<file path="config.mk">
export PLATFORM = sky130hd
export DESIGN_NAME = pixel_plot_rotate_pack_unit
export DESIGN_NICKNAME = d
export VERILOG_FILES = /design/src/sv/pprp_pkg.sv /design/src/sv/pprp_front.sv /design/src/sv/pprp_addr.sv /design/src/sv/pixel_plot_rotate_pack_unit.sv
export SDC_FILE = /design/constraint.sdc
export NUM_CORES = 1
export LEC_CHECK = 0
export ABC_CLOCK_PERIOD_IN_PS = 14200
export BUFFER_PORTS_ARGS = -buffer_cell sky130_fd_sc_hd__buf_2
export CAP_MARGIN = 0
export CORE_ASPECT_RATIO = 0.9
export CORE_MARGIN = 2
export CORE_UTILIZATION = 30
export CTS_CLUSTER_DIAMETER = 100
export DETAILED_ROUTE_END_ITERATION = 12
export PLACE_DENSITY = 0.54
export SYNTH_ARGS = -nofsm -noshare
export SYNTH_HDL_FRONTEND = slang
export SYNTH_SLANG_ARGS = --single-unit
</file>
<file path="constraint.sdc">
create_clock -name i_clk -period 14.2 [get_ports i_clk]
set_input_delay 1.42 -clock i_clk [delete_from_list [all_inputs] [get_ports i_clk]]
set_output_delay 1.42 -clock i_clk [all_outputs]
set_load 0.01 [all_outputs]
</file>
<file path="src/sv/pprp_pkg.sv">
// ============================================================================
// pprp_pkg: shared types and codes of the pixel plot, rotate and pack unit
// Holds the register indexes, the depth, order and rotation codes, the
// configuration and pixel structs, and the custom channel packing function.
// ============================================================================
package pprp_pkg;

    // Configuration register indexes, in register file order.
    typedef enum logic [2:0] {
        REG_CANVAS_WIDTH    = 3'd0,
        REG_CANVAS_HEIGHT   = 3'd1,
        REG_LINE_STRIDE     = 3'd2,
        REG_DEPTH_CODE      = 3'd3,
        REG_ROTATION        = 3'd4,
        REG_COLOR_ORDER     = 3'd5,
        REG_CHANNEL_LENGTHS = 3'd6,
        REG_CHANNEL_OFFSETS = 3'd7
    } t_reg_idx;

    localparam int unsigned CfgDataW = 15;

    localparam logic [1:0] DEPTH_16   = 2'd0;
    localparam logic [1:0] DEPTH_24   = 2'd1;
    localparam logic [1:0] DEPTH_32   = 2'd2;
    localparam logic [1:0] DEPTH_NONE = 2'd3;

    localparam logic [1:0] ROT_0   = 2'd0;
    localparam logic [1:0] ROT_90  = 2'd1;
    localparam logic [1:0] ROT_180 = 2'd2;
    localparam logic [1:0] ROT_270 = 2'd3;

    localparam logic [1:0] ORDER_RGB = 2'd0;
    localparam logic [1:0] ORDER_BGR = 2'd1;

    typedef struct packed {
        logic [12:0] canvas_width;
        logic [12:0] canvas_height;
        logic [14:0] line_stride;
        logic [1:0]  depth_code;
        logic [1:0]  rotation;
        logic [1:0]  color_order;
        logic [11:0] channel_lengths;
        logic [14:0] channel_offsets;
    } t_cfg;

    // One pixel after the front stage: framebuffer position, byte count and packed data.
    typedef struct packed {
        logic [12:0] col;
        logic [12:0] row;
        logic [2:0]  bytes;
        logic [31:0] data;
    } t_pix;

    // Custom layout: top len bits of the channel, placed at bit off.
    function automatic logic [31:0] pack_channel(input logic [7:0] c,
                                                 input logic [3:0] len,
                                                 input logic [4:0] off);
        logic [3:0]  len_c;
        logic [3:0]  drop;
        logic [31:0] val;
        len_c = (len > 4'd8) ? 4'd8 : len;
        drop  = 4'd8 - len_c;
        val   = {24'd0, c} >> drop;
        return val << off;
    endfunction

endpackage

</file>
<file path="src/sv/pprp_front.sv">
// ============================================================================
// pprp_front: canvas check, rotation and colour packing stage
// Drops pixels outside the canvas or with an unsupported format, maps the
// logical position to a framebuffer column and row, and packs the colour.
// ============================================================================
module pprp_front (
    input  logic                i_clk,
    input  logic                i_rst_n,
    input  logic                i_valid,
    input  logic signed [15:0]  i_pos_x,
    input  logic signed [15:0]  i_pos_y,
    input  logic [7:0]          i_red,
    input  logic [7:0]          i_green,
    input  logic [7:0]          i_blue,
    input  pprp_pkg::t_cfg      i_cfg,
    output logic                o_valid,
    output pprp_pkg::t_pix      o_pix
);
    import pprp_pkg::*;

    logic        w_inside;
    logic        w_format_ok;
    logic [12:0] w_x;
    logic [12:0] w_y;
    logic [12:0] w_flip_x;
    logic [12:0] w_flip_y;
    logic [7:0]  w_first;
    logic [7:0]  w_last;
    logic        n_valid;
    t_pix        n_pix;
    logic        r_valid;
    t_pix        r_pix;

    assign w_inside = !i_pos_x[15] && !i_pos_y[15]
                   && (i_pos_x < $signed({3'b000, i_cfg.canvas_width}))
                   && (i_pos_y < $signed({3'b000, i_cfg.canvas_height}));
    assign w_format_ok = (i_cfg.depth_code != DEPTH_NONE)
                      && !(i_cfg.color_order[1] && (i_cfg.depth_code == DEPTH_24));

    // Inside the canvas both coordinates fit the 13-bit canvas range.
    assign w_x      = i_pos_x[12:0];
    assign w_y      = i_pos_y[12:0];
    assign w_flip_x = i_cfg.canvas_width - w_x - 13'd1;
    assign w_flip_y = i_cfg.canvas_height - w_y - 13'd1;

    assign w_first = (i_cfg.color_order == ORDER_RGB) ? i_red : i_blue;
    assign w_last  = (i_cfg.color_order == ORDER_RGB) ? i_blue : i_red;

    always_comb begin
        n_valid = i_valid && w_inside && w_format_ok;
        case (i_cfg.rotation)
            ROT_90: begin
                n_pix.col = w_y;
                n_pix.row = w_flip_x;
            end
            ROT_180: begin
                n_pix.col = w_flip_x;
                n_pix.row = w_flip_y;
            end
            ROT_270: begin
                n_pix.col = w_flip_y;
                n_pix.row = w_x;
            end
            default: begin
                n_pix.col = w_x;
                n_pix.row = w_y;
            end
        endcase
        n_pix.bytes = {1'b0, i_cfg.depth_code} + 3'd2;
        if (!i_cfg.color_order[1]) begin
            if (i_cfg.depth_code == DEPTH_16) begin
                n_pix.data = {16'd0, w_first[7:3], i_green[7:2], w_last[7:3]};
            end else begin
                n_pix.data = {8'd0, w_first, i_green, w_last};
            end
        end else begin
            n_pix.data = pack_channel(i_red, i_cfg.channel_lengths[3:0],
                                      i_cfg.channel_offsets[4:0])
                       | pack_channel(i_green, i_cfg.channel_lengths[7:4],
                                      i_cfg.channel_offsets[9:5])
                       | pack_channel(i_blue, i_cfg.channel_lengths[11:8],
                                      i_cfg.channel_offsets[14:10]);
            if (i_cfg.depth_code == DEPTH_16) begin
                n_pix.data[31:16] = 16'd0;
            end
        end
    end

    always_ff @(posedge i_clk) begin
        if (!i_rst_n) begin
            r_valid <= 1'b0;
        end else begin
            r_valid <= n_valid;
        end
    end

    always_ff @(posedge i_clk) begin
        r_pix <= n_pix;
    end

    assign o_valid = r_valid;
    assign o_pix   = r_pix;

endmodule

</file>
<file path="src/sv/pprp_addr.sv">
// ============================================================================
// pprp_addr: byte offset stages
// Multiplies row by stride and column by bytes per pixel in one stage and
// adds the two products, wrapped to 26 bits, in the next.
// ============================================================================
module pprp_addr (
    input  logic            i_clk,
    input  logic            i_rst_n,
    input  logic            i_valid,
    input  pprp_pkg::t_pix  i_pix,
    input  logic [14:0]     i_stride,
    output logic            o_valid,
    output logic [25:0]     o_byte_offset,
    output logic [31:0]     o_write_data,
    output logic [2:0]      o_byte_count
);
    import pprp_pkg::*;

    logic [27:0] w_row_prod;
    logic [15:0] w_col_prod;
    logic        r_valid_m;
    logic [25:0] r_row_prod;
    logic [15:0] r_col_prod;
    logic [31:0] r_data_m;
    logic [2:0]  r_bytes_m;
    logic        r_valid_o;
    logic [25:0] r_offset;
    logic [31:0] r_data_o;
    logic [2:0]  r_bytes_o;

    assign w_row_prod = 28'(i_pix.row) * 28'(i_stride);
    assign w_col_prod = 16'(i_pix.col) * 16'(i_pix.bytes);

    always_ff @(posedge i_clk) begin
        if (!i_rst_n) begin
            r_valid_m <= 1'b0;
            r_valid_o <= 1'b0;
        end else begin
            r_valid_m <= i_valid;
            r_valid_o <= r_valid_m;
        end
    end

    always_ff @(posedge i_clk) begin
        r_row_prod <= w_row_prod[25:0];
        r_col_prod <= w_col_prod;
        r_data_m   <= i_pix.data;
        r_bytes_m  <= i_pix.bytes;
        r_offset   <= r_row_prod + 26'(r_col_prod);
        r_data_o   <= r_data_m;
        r_bytes_o  <= r_bytes_m;
    end

    assign o_valid       = r_valid_o;
    assign o_byte_offset = r_offset;
    assign o_write_data  = r_data_o;
    assign o_byte_count  = r_bytes_o;

endmodule

</file>
<file path="src/sv/pixel_plot_rotate_pack_unit.sv">
// ============================================================================
// pixel_plot_rotate_pack_unit: framebuffer pixel plotter
// Turns one pixel write into a framebuffer byte offset, packed pixel data
// and a byte count, with canvas clipping, rotation and colour packing.
// ============================================================================
// How to use this block:
// An item is a pixel write (pos_x, pos_y, red, green, blue) and is taken at
// a rising edge with start high and busy low. Busy stays low, so one item
// can enter on every clock cycle.
// Each item that lands inside the canvas with a supported depth and colour
// order gives one result on o_byte_offset, o_write_data and o_byte_count,
// marked by o_valid for exactly one cycle. Dropped items give no strobe.
// Throughput is one item per cycle; each result passes three register
// stages: clip/rotate/pack, the two multipliers, and the final add.
// The receiver cannot stall, so every result is taken in its strobe cycle.
// Configuration writes use the i_cfg_valid / o_cfg_ready channel, which is
// always ready; write it only while no item is in flight.
// Synchronous reset (i_rst_n low) empties the pipeline and restores the
// default format: 640 by 480, stride 2560, 32 bit RGB, no rotation.
// ============================================================================
module pixel_plot_rotate_pack_unit (
    input  logic                i_clk,
    input  logic                i_rst_n,
    input  logic                start,
    output logic                busy,
    input  logic signed [15:0]  i_pos_x,
    input  logic signed [15:0]  i_pos_y,
    input  logic [7:0]          i_red_in,
    input  logic [7:0]          i_green_in,
    input  logic [7:0]          i_blue_in,
    input  logic                i_cfg_valid,
    output logic                o_cfg_ready,
    input  logic [2:0]          i_cfg_index,
    input  logic [pprp_pkg::CfgDataW-1:0] i_cfg_data,
    output logic                o_valid,
    output logic [25:0]         o_byte_offset,
    output logic [31:0]         o_write_data,
    output logic [2:0]          o_byte_count
);
    import pprp_pkg::*;

    t_cfg     r_cfg;
    t_cfg     n_cfg;
    t_reg_idx w_index;
    logic     w_accept;
    logic     w_front_valid;
    t_pix     w_front_pix;

    // The pipeline takes an item every cycle and the register file takes a
    // write every cycle, so neither side ever pushes back.
    assign busy        = 1'b0;
    assign o_cfg_ready = 1'b1;
    assign w_accept    = start && !busy;
    assign w_index     = t_reg_idx'(i_cfg_index);

    // Register file write decode. Each register keeps only its own width.
    always_comb begin
        n_cfg = r_cfg;
        if (i_cfg_valid && o_cfg_ready) begin
            unique case (w_index)
                REG_CANVAS_WIDTH:    n_cfg.canvas_width    = i_cfg_data[12:0];
                REG_CANVAS_HEIGHT:   n_cfg.canvas_height   = i_cfg_data[12:0];
                REG_LINE_STRIDE:     n_cfg.line_stride     = i_cfg_data[14:0];
                REG_DEPTH_CODE:      n_cfg.depth_code      = i_cfg_data[1:0];
                REG_ROTATION:        n_cfg.rotation        = i_cfg_data[1:0];
                REG_COLOR_ORDER:     n_cfg.color_order     = i_cfg_data[1:0];
                REG_CHANNEL_LENGTHS: n_cfg.channel_lengths = i_cfg_data[11:0];
                REG_CHANNEL_OFFSETS: n_cfg.channel_offsets = i_cfg_data[14:0];
                default: ;
            endcase
        end
    end

    always_ff @(posedge i_clk) begin
        if (!i_rst_n) begin
            r_cfg.canvas_width    <= 13'd640;
            r_cfg.canvas_height   <= 13'd480;
            r_cfg.line_stride     <= 15'd2560;
            r_cfg.depth_code      <= DEPTH_32;
            r_cfg.rotation        <= ROT_0;
            r_cfg.color_order     <= ORDER_RGB;
            r_cfg.channel_lengths <= 12'd1416;
            r_cfg.channel_offsets <= 15'd352;
        end else begin
            r_cfg <= n_cfg;
        end
    end

    // First stage: clipping, format check, rotation and colour packing.
    pprp_front u_front (
        .i_clk   (i_clk),
        .i_rst_n (i_rst_n),
        .i_valid (w_accept),
        .i_pos_x (i_pos_x),
        .i_pos_y (i_pos_y),
        .i_red   (i_red_in),
        .i_green (i_green_in),
        .i_blue  (i_blue_in),
        .i_cfg   (r_cfg),
        .o_valid (w_front_valid),
        .o_pix   (w_front_pix)
    );

    // Second and third stages: the offset products and their sum.
    pprp_addr u_addr (
        .i_clk         (i_clk),
        .i_rst_n       (i_rst_n),
        .i_valid       (w_front_valid),
        .i_pix         (w_front_pix),
        .i_stride      (r_cfg.line_stride),
        .o_valid       (o_valid),
        .o_byte_offset (o_byte_offset),
        .o_write_data  (o_write_data),
        .o_byte_count  (o_byte_count)
    );

`ifndef SYNTHESIS
    // Reset empties the pipeline, so no result strobe follows a reset cycle.
    a_reset_empties: assert property (@(posedge i_clk)
        !i_rst_n |=> !o_valid)
        else $error("result strobe right after reset");

    // Only the three supported depths ever reach the output.
    a_count_legal: assert property (@(posedge i_clk) disable iff (!i_rst_n)
        o_valid |-> (o_byte_count == 3'd2 || o_byte_count == 3'd3
                     || o_byte_count == 3'd4))
        else $error("illegal byte count on a result");

    // Data bits beyond the written bytes must be clear.
    a_data_16: assert property (@(posedge i_clk) disable iff (!i_rst_n)
        (o_valid && o_byte_count == 3'd2) |-> (o_write_data[31:16] == 16'd0))
        else $error("16 bit pixel carries high data bits");

    a_data_24: assert property (@(posedge i_clk) disable iff (!i_rst_n)
        (o_valid && o_byte_count == 3'd3) |-> (o_write_data[31:24] == 8'd0))
        else $error("24 bit pixel carries high data bits");
`endif

endmodule
</file>
==> results of run 1 <==
-- report_power, final --
| group | internal [mW] | leakage [nW] | switching (mW) | total, mW |
|---|---|---|---|---|
| combinational | 0.283 | 7.81 | 0.394 | 0.677 |
| clock | 0.499 | 0.516 | 0.335 | 0.834 |
| sequential | 0.865 | 2.29 | 0.0606 | 0.926 |
| total | 1.65 | 10.6 | 0.790 | 2.44 |
-- flip-flops by register name, indices dropped and copies added, names as in the netlist --
register	flops
u_addr.o_write_data	32
r_cfg	74
u_addr.r_data_m	32
u_addr.o_byte_offset	26
u_front.o_valid	1
u_front.o_pix	61
u_addr.o_byte_count	3
u_addr.r_bytes_m	3
u_addr.r_row_prod	26
u_addr.r_valid_m	1
u_addr.o_valid	1
u_addr.r_col_prod	16
-- layout make-up --
type	count	area, sq um
Clock inverter	15	221.5
Antenna cell	1	2.502
Fill cell	7245	46290
Tap cell	940	1176
Sequential cell	276	5525
Multi-Input combinational cell	1751	14120
Timing Repair Buffer	149	770.7
Inverter	305	1147
Clock buffer	39	854.6
-- kinds of logic (layout without fill, tap and decap cells) --
family	after synthesis	count (layout)	synth area share, %
other	2	3	0.03532
buffers and inverters	426	508	7.609
XOR/XNOR	80	80	3.295
AO/OA/AOI/OAI	436	436	14.46
AND/OR/NAND/NOR	825	825	18.22
adder cells (fa/ha/maj)	301	301	23.26
flip-flops	276	276	25.99
multiplexers	107	107	7.132
-- worst max-delay path, delay by kind of cell (launching register included) --
| family | cells | cell delay [ns] |
|---|---|---|
| compound gates | 6 | 1.91 |
| xor+xnor | 1 | 0.15 |
| fa+ha+maj | 6 | 2.82 |
| buf+inv | 4 | 0.20 |
| flops | 1 | 0.47 |
| simple gates | 2 | 0.46 |
-- cell usage in the layout (no fill, tap or decap), types with 33 or more instances in the layout --
| cell type | n |
|---|---|
| sky130_fd_sc_hd__ha_1 | 144 |
| sky130_fd_sc_hd__nand3_1 | 59 |
| sky130_fd_sc_hd__a21oi_1 | 76 |
| sky130_fd_sc_hd__mux2i_1 | 51 |
| sky130_fd_sc_hd__nor2_1 | 114 |
| sky130_fd_sc_hd__o21ai_0 | 57 |
| sky130_fd_sc_hd__inv_1 | 300 |
| sky130_fd_sc_hd__nand2_1 | 370 |
| sky130_fd_sc_hd__and2_1 | 110 |
| sky130_fd_sc_hd__fa_1 | 157 |
| sky130_fd_sc_hd__nor2b_1 | 33 |
| sky130_fd_sc_hd__mux4_2 | 33 |
| sky130_fd_sc_hd__dfxtp_1 | 276 |
| sky130_fd_sc_hd__buf_2 | 139 |
| sky130_fd_sc_hd__nor3_1 | 39 |
| sky130_fd_sc_hd__a21boi_0 | 57 |
| sky130_fd_sc_hd__xnor2_1 | 60 |
-- stage by stage --
stage	setup WS (ns)	instances	instance area (sq um)	total power, mW	util, %
after floorplan	8.667	2453	21260	1.405	-
after global placement	8.092	3421	22740	1.611	32.44
after detailed placement	8.005	3421	22740	1.622	32.44
after CTS	7.959	3475	23810	2.472	33.97
after global routing	7.441	3475	23810	2.591	33.97
final	8.030	3476	23820	2.437	33.97
-- final timing paths --
| path | depth (start not counted) | slack (ns) | to |
|---|---|---|---|
| setup / recovery | 19 | 8.03 | u_addr.r_row_prod[24]$_DFF_P_ |
| hold / removal | 0 | 0.33 | u_addr.r_data_m[25]$_DFF_P_ |
| setup reg to reg | 19 | 8.03 | u_addr.r_row_prod[24]$_DFF_P_ |
| hold reg to reg | 0 | 0.33 | u_addr.r_data_m[25]$_DFF_P_ |
-- routing by layer --
layer  track usage [%]  wire length, um  share of wire, %
met5                 0               48             0.075
met3             2.598             3779               5.9
met4             3.480             1197               1.9
met1             25.25            31350                49
met2             26.52            27590                43
==> metrics.md, run 1 <==
| Metric | Value |
|---|---|
| Number of buffers inserted by hold repair at cts | `0` |
| Mapped Avg Cell Area | `8.668 sq um` |
| Most frequent cells after synthesis | `sky130_fd_sc_hd__nand2_1, sky130_fd_sc_hd__inv_1, sky130_fd_sc_hd__dfxtp_1` |
| Number of library cell types mapped by synthesis | `82` |
| Yosys top cell area share | `25.99%` |
| Antenna-violating nets left | `0` |
| Measured slew at the worst slew-check pin | `1.231 ns` |
| VDD IR max | `81.66 uV` |
| Die area | `0.07302 sq mm` |
| Leading post-synthesis cells by cell area | `sky130_fd_sc_hd__dfxtp_1, sky130_fd_sc_hd__fa_1, sky130_fd_sc_hd__ha_1, sky130_fd_sc_hd__nand2_1, sky130_fd_sc_hd__inv_1` |
| Worst slew slack as a fraction of its limit | `17.61%` |
| Data required time of the critical path | `approximately 15 ns` |
| Skew-Pair Late Insertion Delay | `0.60 ns` |
| Root buf cell | `sky130_fd_sc_hd__clkbuf_16` |
| Number of synthesized register bits | `276` |
| Startpoint type of the worst setup path | `register` |
| Crit path arrival time | `6.64 ns` |
| Largest area contributor in the netlist | `sky130_fd_sc_hd__dfxtp_1` |
| Launching point of the worst reg2reg path | `u_front.o_pix[36]$_DFF_P_` |
| Sequential element share of the synthesized area | `about a quarter` |
| Static Leak | `approximately 11 nW` |
| Clock-pin transition on the worst setup and hold timing paths | `0.06 ns` |
| Ports placed on the boundary | `about 140` |
| Detailed-route wire length per cell | `roughly 18 um` |
| Number of placement rows | `92` |
| WL final | `63.97 mm` |
| Result of the run | `finished, final reports clean` |
| Max cap viols | `0` |
| Core outline area | `0.07010 sq mm` |
| Cell count after synthesis | `2453` |
| Post-Syn Area | `0.02126 sq mm` |
| Width of the die | `284.6 um` |
| Overall Global Routing Usage | `17.17%` |
| P&R area growth vs syn | `12.02%` |
| Count of final hold-check violations | `0` |
| Final worst clock skew | `roughly 0.025 ns` |
| Port bufs | `139` |
| Max Slew Vio Count | `0` |
| RePlAce Congestion | `about 0.89` |
| Average via count per standard cell | `5.022` |
| DRC violation total after the first TritonRoute iteration | `1334` |
| Kind of capture point of the worst setup path | `register` |
| CTS max path bufs | `3` |
| Clock tree from TritonCTS | `built` |
| Sink count of the clock tree | `276` |
| CTS Buf Count | `30` |
| Library cell contributing the largest single delay on the critical path | `sky130_fd_sc_hd__a2111oi_0` |
| Detailed placement HPWL | `about 50 mm` |
| Crit path from | `u_front.o_pix[36]$_DFF_P_` |
| RSZ-0062 raised after global routing | `no` |
| Critical-path cell list | `and2_1 -> fa_1 -> inv_1 -> fa_1 -> inv_1 -> fa_1 -> inv_1 -> fa_1 -> fa_1 -> inv_1 -> ha_1 -> o21a_1 -> a2111oi_0 -> o21ai_0 -> a2111oi_0 -> nor2_1 -> a211oi_1 -> a21oi_1 -> xor2_1` |
| Total number of yosys warnings | `0` |
| Grt total ovfl | `0` |
| Top achievable clock speed | `0.1621 GHz` |
| Primary FF master, synth | `sky130_fd_sc_hd__dfxtp_1` |
| Maximum fanout along the worst path | `15` |
| Minimum clock period | `6.170 ns` |
| Post-CTS setup buffer count | `0` |
| Initial core utilization | `a little over 30%` |
| Number of design rule violations left after detail routing | `0` |
| Share of flip-flops with an asynchronous set or reset | `0%` |
| Via count | `17458` |
| Maximum number of pins on one net before global-route repair | `78` |
| Hold path startpoint | `u_front.o_pix[25]$_SDFF_PP0_` |
| Number of H-tree branching levels | `1` |
| Accumulated negative setup slack | `0 ns` |
| Post-Synthesis Net Count | `~2800` |
| Antenna violations before repair | `8` |
| Fraction of layout cells with a size suffix above 1 | `10.89%` |
| Cell type with the highest occurrence count on the critical path | `sky130_fd_sc_hd__fa_1` |
| Worst setup path category | `reg2reg` |
| Quantity of gates resized following cts | `0` |
| Die Span Y | `256.6 um` |
| Hold/Removal Path Class | `reg2reg` |
| Final net count | `2892` |
| Vias in the first global route | `17049` |
| Most instantiated library cell after synthesis | `sky130_fd_sc_hd__nand2_1` |
| Delay of the slowest cell on the worst path | `0.60 ns` |
| Wire length of the first global-routing pass | `100.0 mm` |
| Final Cycle Share | `between 40% and 50%` |
| Power Dens Cells | `102.3 mW/mm^2` |
| Detailed-routing iteration count for the pre-antenna-repair pass | `5` |
| Setup Viol. Count Final | `0` |
| Final-layout worst hold slack | `0.3255 ns` |
| Number of enable flip-flop cells after synthesis | `0` |
No activity file was read; power rests on OpenSTA's default activity.
==> run 2, diff against run 1 <==
--- a/config.mk
+++ b/config.mk
@@ -5,7 +5,7 @@
 export SDC_FILE = /design/constraint.sdc
 export NUM_CORES = 1
 export LEC_CHECK = 0
-export ABC_CLOCK_PERIOD_IN_PS = 14200
+export ABC_CLOCK_PERIOD_IN_PS = 5900
 export BUFFER_PORTS_ARGS = -buffer_cell sky130_fd_sc_hd__buf_2
 export CAP_MARGIN = 0
 export CORE_ASPECT_RATIO = 0.9
==> constraint.sdc (replaced) <==
create_clock -name i_clk -period 5.9 [get_ports i_clk]
set_input_delay 0.59 -clock i_clk [delete_from_list [all_inputs] [get_ports i_clk]]
set_output_delay 0.59 -clock i_clk [all_outputs]
set_load 0.01 [all_outputs]
==> metrics.md, run 2 (same netlist as run 1, synthesis figures left out) <==
| Metric | Value |
|---|---|
| Result of the run | `finished, final reports clean` |
| Cell internal pwr | `around 4 mW` |
| Maximum fanout along the worst path | `5` |
| Max Slew Vio Count | `0` |
| WL final | `around 65 mm` |
| Static Leak | `10.81 nW` |
| Worst setup path category | `reg2reg` |
| Top achievable clock speed | `0.1803 GHz` |
| Final net count | `2931` |
| VDD IR max | `157.5 uV` |
| Delay of the slowest cell on the worst path | `about 0.53 ns` |
| Overall Global Routing Usage | `around 18%` |
| Sink count of the clock tree | `276` |
| Skew-Pair Late Insertion Delay | `0.57 ns` |
| Reg with most FFs | `r_cfg` |
| Worst slew slack as a fraction of its limit | `17.94%` |
| Ports placed on the boundary | `142` |
| Top delay family on crit path | `adder cells` |
| Placed standard-cell area | `~0.023 sq mm` |
| Clock tree from TritonCTS | `built` |
| Width of the die | `284.6 um` |
| Clock-pin transition on the worst setup and hold timing paths | `0.06 ns` |
| Average via count per standard cell | `about 5` |
| Post-CTS setup buffer count | `0` |
| Detailed-route wire length per cell | `18.48 um` |
| Library cell contributing the largest single delay on the critical path | `sky130_fd_sc_hd__fa_1` |
| Detailed placement HPWL | `51.84 mm` |
| Switching power | `between 1.5 and 2 mW` |
| Count of final hold-check violations | `0` |
| Initial core utilization | `30.33%` |
| Port bufs | `139` |
| Antenna violations before repair | `8` |
| Combinational power share | `28.3%` |
| Final Cycle Share | `about 94%` |
| Number of placement rows | `a little over 90` |
| Number of H-tree branching levels | `2` |
| CTS Buf Count | `34` |
| Root buf cell | `sky130_fd_sc_hd__clkbuf_16` |
| Power Dens Cells | `about 250 mW/mm^2` |
| Maximum number of pins on one net before global-route repair | `78` |
| Antenna-violating nets left | `0` |
| Kind of capture point of the worst setup path | `register` |
| Minimum clock period | `between 5 and 6 ns` |
| Final worst clock skew | `roughly 0.026 ns` |
| Hold/Removal Path Class | `reg2reg` |
| Setup Viol. Count Final | `0` |
| Leading cell type in the layout, fill and taps excluded | `sky130_fd_sc_hd__nand2_1` |
| Switching Share | `33.08%` |
| Die Span Y | `256.6 um` |
| Fin area | `0.02413 sq mm` |
| Measured slew at the worst slew-check pin | `~1.2 ns` |
| Total power of the final layout | `5.961 mW` |
| P&R area growth vs syn | `13.51%` |
| Die area | `0.07302 sq mm` |
| RePlAce Congestion | `0.8795` |
| Vias in the first global route | `17696` |
| Wire length of the first global-routing pass | `101.8 mm` |
| Max cap viols | `0` |
| Commonest cells after routing, fill and taps aside | `sky130_fd_sc_hd__nand2_1, sky130_fd_sc_hd__inv_1, sky130_fd_sc_hd__dfxtp_1` |
| Accumulated negative setup slack | `0 ns` |
| Cell type with the highest occurrence count on the critical path | `sky130_fd_sc_hd__fa_1` |
| Sequential group share of total power | `37.0%` |
| Data required time of the critical path | `~6.3 ns` |
| CTS max path bufs | `3` |
| Flip-flop count of the largest register after layout | `74` |
| DRC violation total after the first TritonRoute iteration | `1272` |
| Fraction of layout cells with a size suffix above 1 | `around 12%` |
| RSZ-0062 raised after global routing | `no` |
| Clk network pwr share | `34.7%` |
| Detailed-routing iteration count for the pre-antenna-repair pass | `7` |
| Grt total ovfl | `0` |
| Crit path arrival time | `5.97 ns` |
| Startpoint type of the worst setup path | `register` |
| Via count | `17583` |
| Critical-path cell list | `and2_1 -> fa_1 -> inv_1 -> fa_1 -> inv_1 -> fa_1 -> inv_1 -> fa_1 -> fa_1 -> inv_1 -> ha_1 -> o21a_1 -> a2111oi_2 -> buf_4 -> o21ai_0 -> a2111oi_2 -> nor2_2 -> a211oi_2 -> a21oi_1 -> xor2_1` |
| Worst path buffer plus inverter count | `5` |
| Number of design rule violations left after detail routing | `0` |
| Core outline area | `0.07010 sq mm` |
[run 2: cell types whose count changed in the layout (fill, tap and decap cells not counted), moves of 2 or more]
cell	previous run	this run
sky130_fd_sc_hd__a2111oi_0	4	2
sky130_fd_sc_hd__a2111oi_2	0	2
sky130_fd_sc_hd__buf_4	10	45
sky130_fd_sc_hd__bufinv_16	4	2
sky130_fd_sc_hd__clkbuf_1	2	7
sky130_fd_sc_hd__clkbuf_16	30	34
sky130_fd_sc_hd__clkbuf_8	7	3
sky130_fd_sc_hd__clkinv_2	3	5
sky130_fd_sc_hd__clkinv_8	0	2
sky130_fd_sc_hd__clkinvlp_4	4	1
[run 2: what timing repair did]
action                                  in CTS  in global routing
endpoints found under the setup margin       0                  4
endpoints found under the hold margin        0                  0
resized for setup                            0                  6
hold buffers                                 0                  0
[run 2: metal layers]
layer / track usage, % / wire (um) / vias to the layer above
li1: - / - / 8438
met1: 24.72 / 30730 / 8495
met2: 27.01 / 28010 / 541
met3: 3.986 / 4485 / 99
met4: 5.175 / 1711 / 10
met5: 0 / 64 / -
[run 2: area by class of cell]
cell class	instances	area [sq um]
Fill cell	7296	45970
Multi-Input combinational cell	1751	14140
Sequential cell	276	5525
Tap cell	940	1176
Inverter	305	1147
Timing Repair Buffer	184	1033
Clock buffer	44	918.4
Clock inverter	15	190.2
Antenna cell	2	5.005
[run 2: stage by stage]
stage,utilization (%),setup WS (ns),cells,hold slack (ns)
2_1_floorplan,-,0.3670,2453,0.3096
3_3_place_gp,32.81,0.1640,3456,0.3096
3_5_place_dp,32.81,0.1617,3456,0.3121
4_1_cts,34.39,0.1118,3515,0.3005
5_1_grt,34.42,0.03893,3516,0.3229
6_report,34.43,0.3544,3517,0.3225
[run 2: power by group through the flow]
stage / logic [mW] / clock network, mW / registers, mW
floorplan: 1.14 / 0 / 2.24
global placement: 1.66 / 0 / 2.24
detailed placement: 1.68 / 0 / 2.25
CTS: 1.69 / 2.14 / 2.21
global route: 1.90 / 2.22 / 2.23
finish: 1.69 / 2.07 / 2.20
[run 2: path summary, 6_finish.rpt]
path / startpoint / end / slack (ns) / depth (start not counted)
worst max-delay path: u_front.o_pix[36]$_DFF_P_ / u_addr.r_row_prod[24]$_DFF_P_ / 0.35 / 20
worst min-delay path: u_front.o_pix[9]$_DFF_P_ / u_addr.r_data_m[9]$_DFF_P_ / 0.32 / 0
worst min register to register: u_front.o_pix[9]$_DFF_P_ / u_addr.r_data_m[9]$_DFF_P_ / 0.32 / 0
worst max register to register: u_front.o_pix[36]$_DFF_P_ / u_addr.r_row_prod[24]$_DFF_P_ / 0.35 / 20
[run 2: worst register-to-register path: cells and delay by family (launching register included)]
kind / cells / cell delay, ns
flip-flops: 1 / 0.35
AND/OR/NAND/NOR: 2 / 0.33
AO/OA/AOI/OAI: 6 / 1.46
XOR/XNOR: 1 / 0.14
buffers and inverters: 5 / 0.37
adder cells (fa/ha/maj): 6 / 2.77
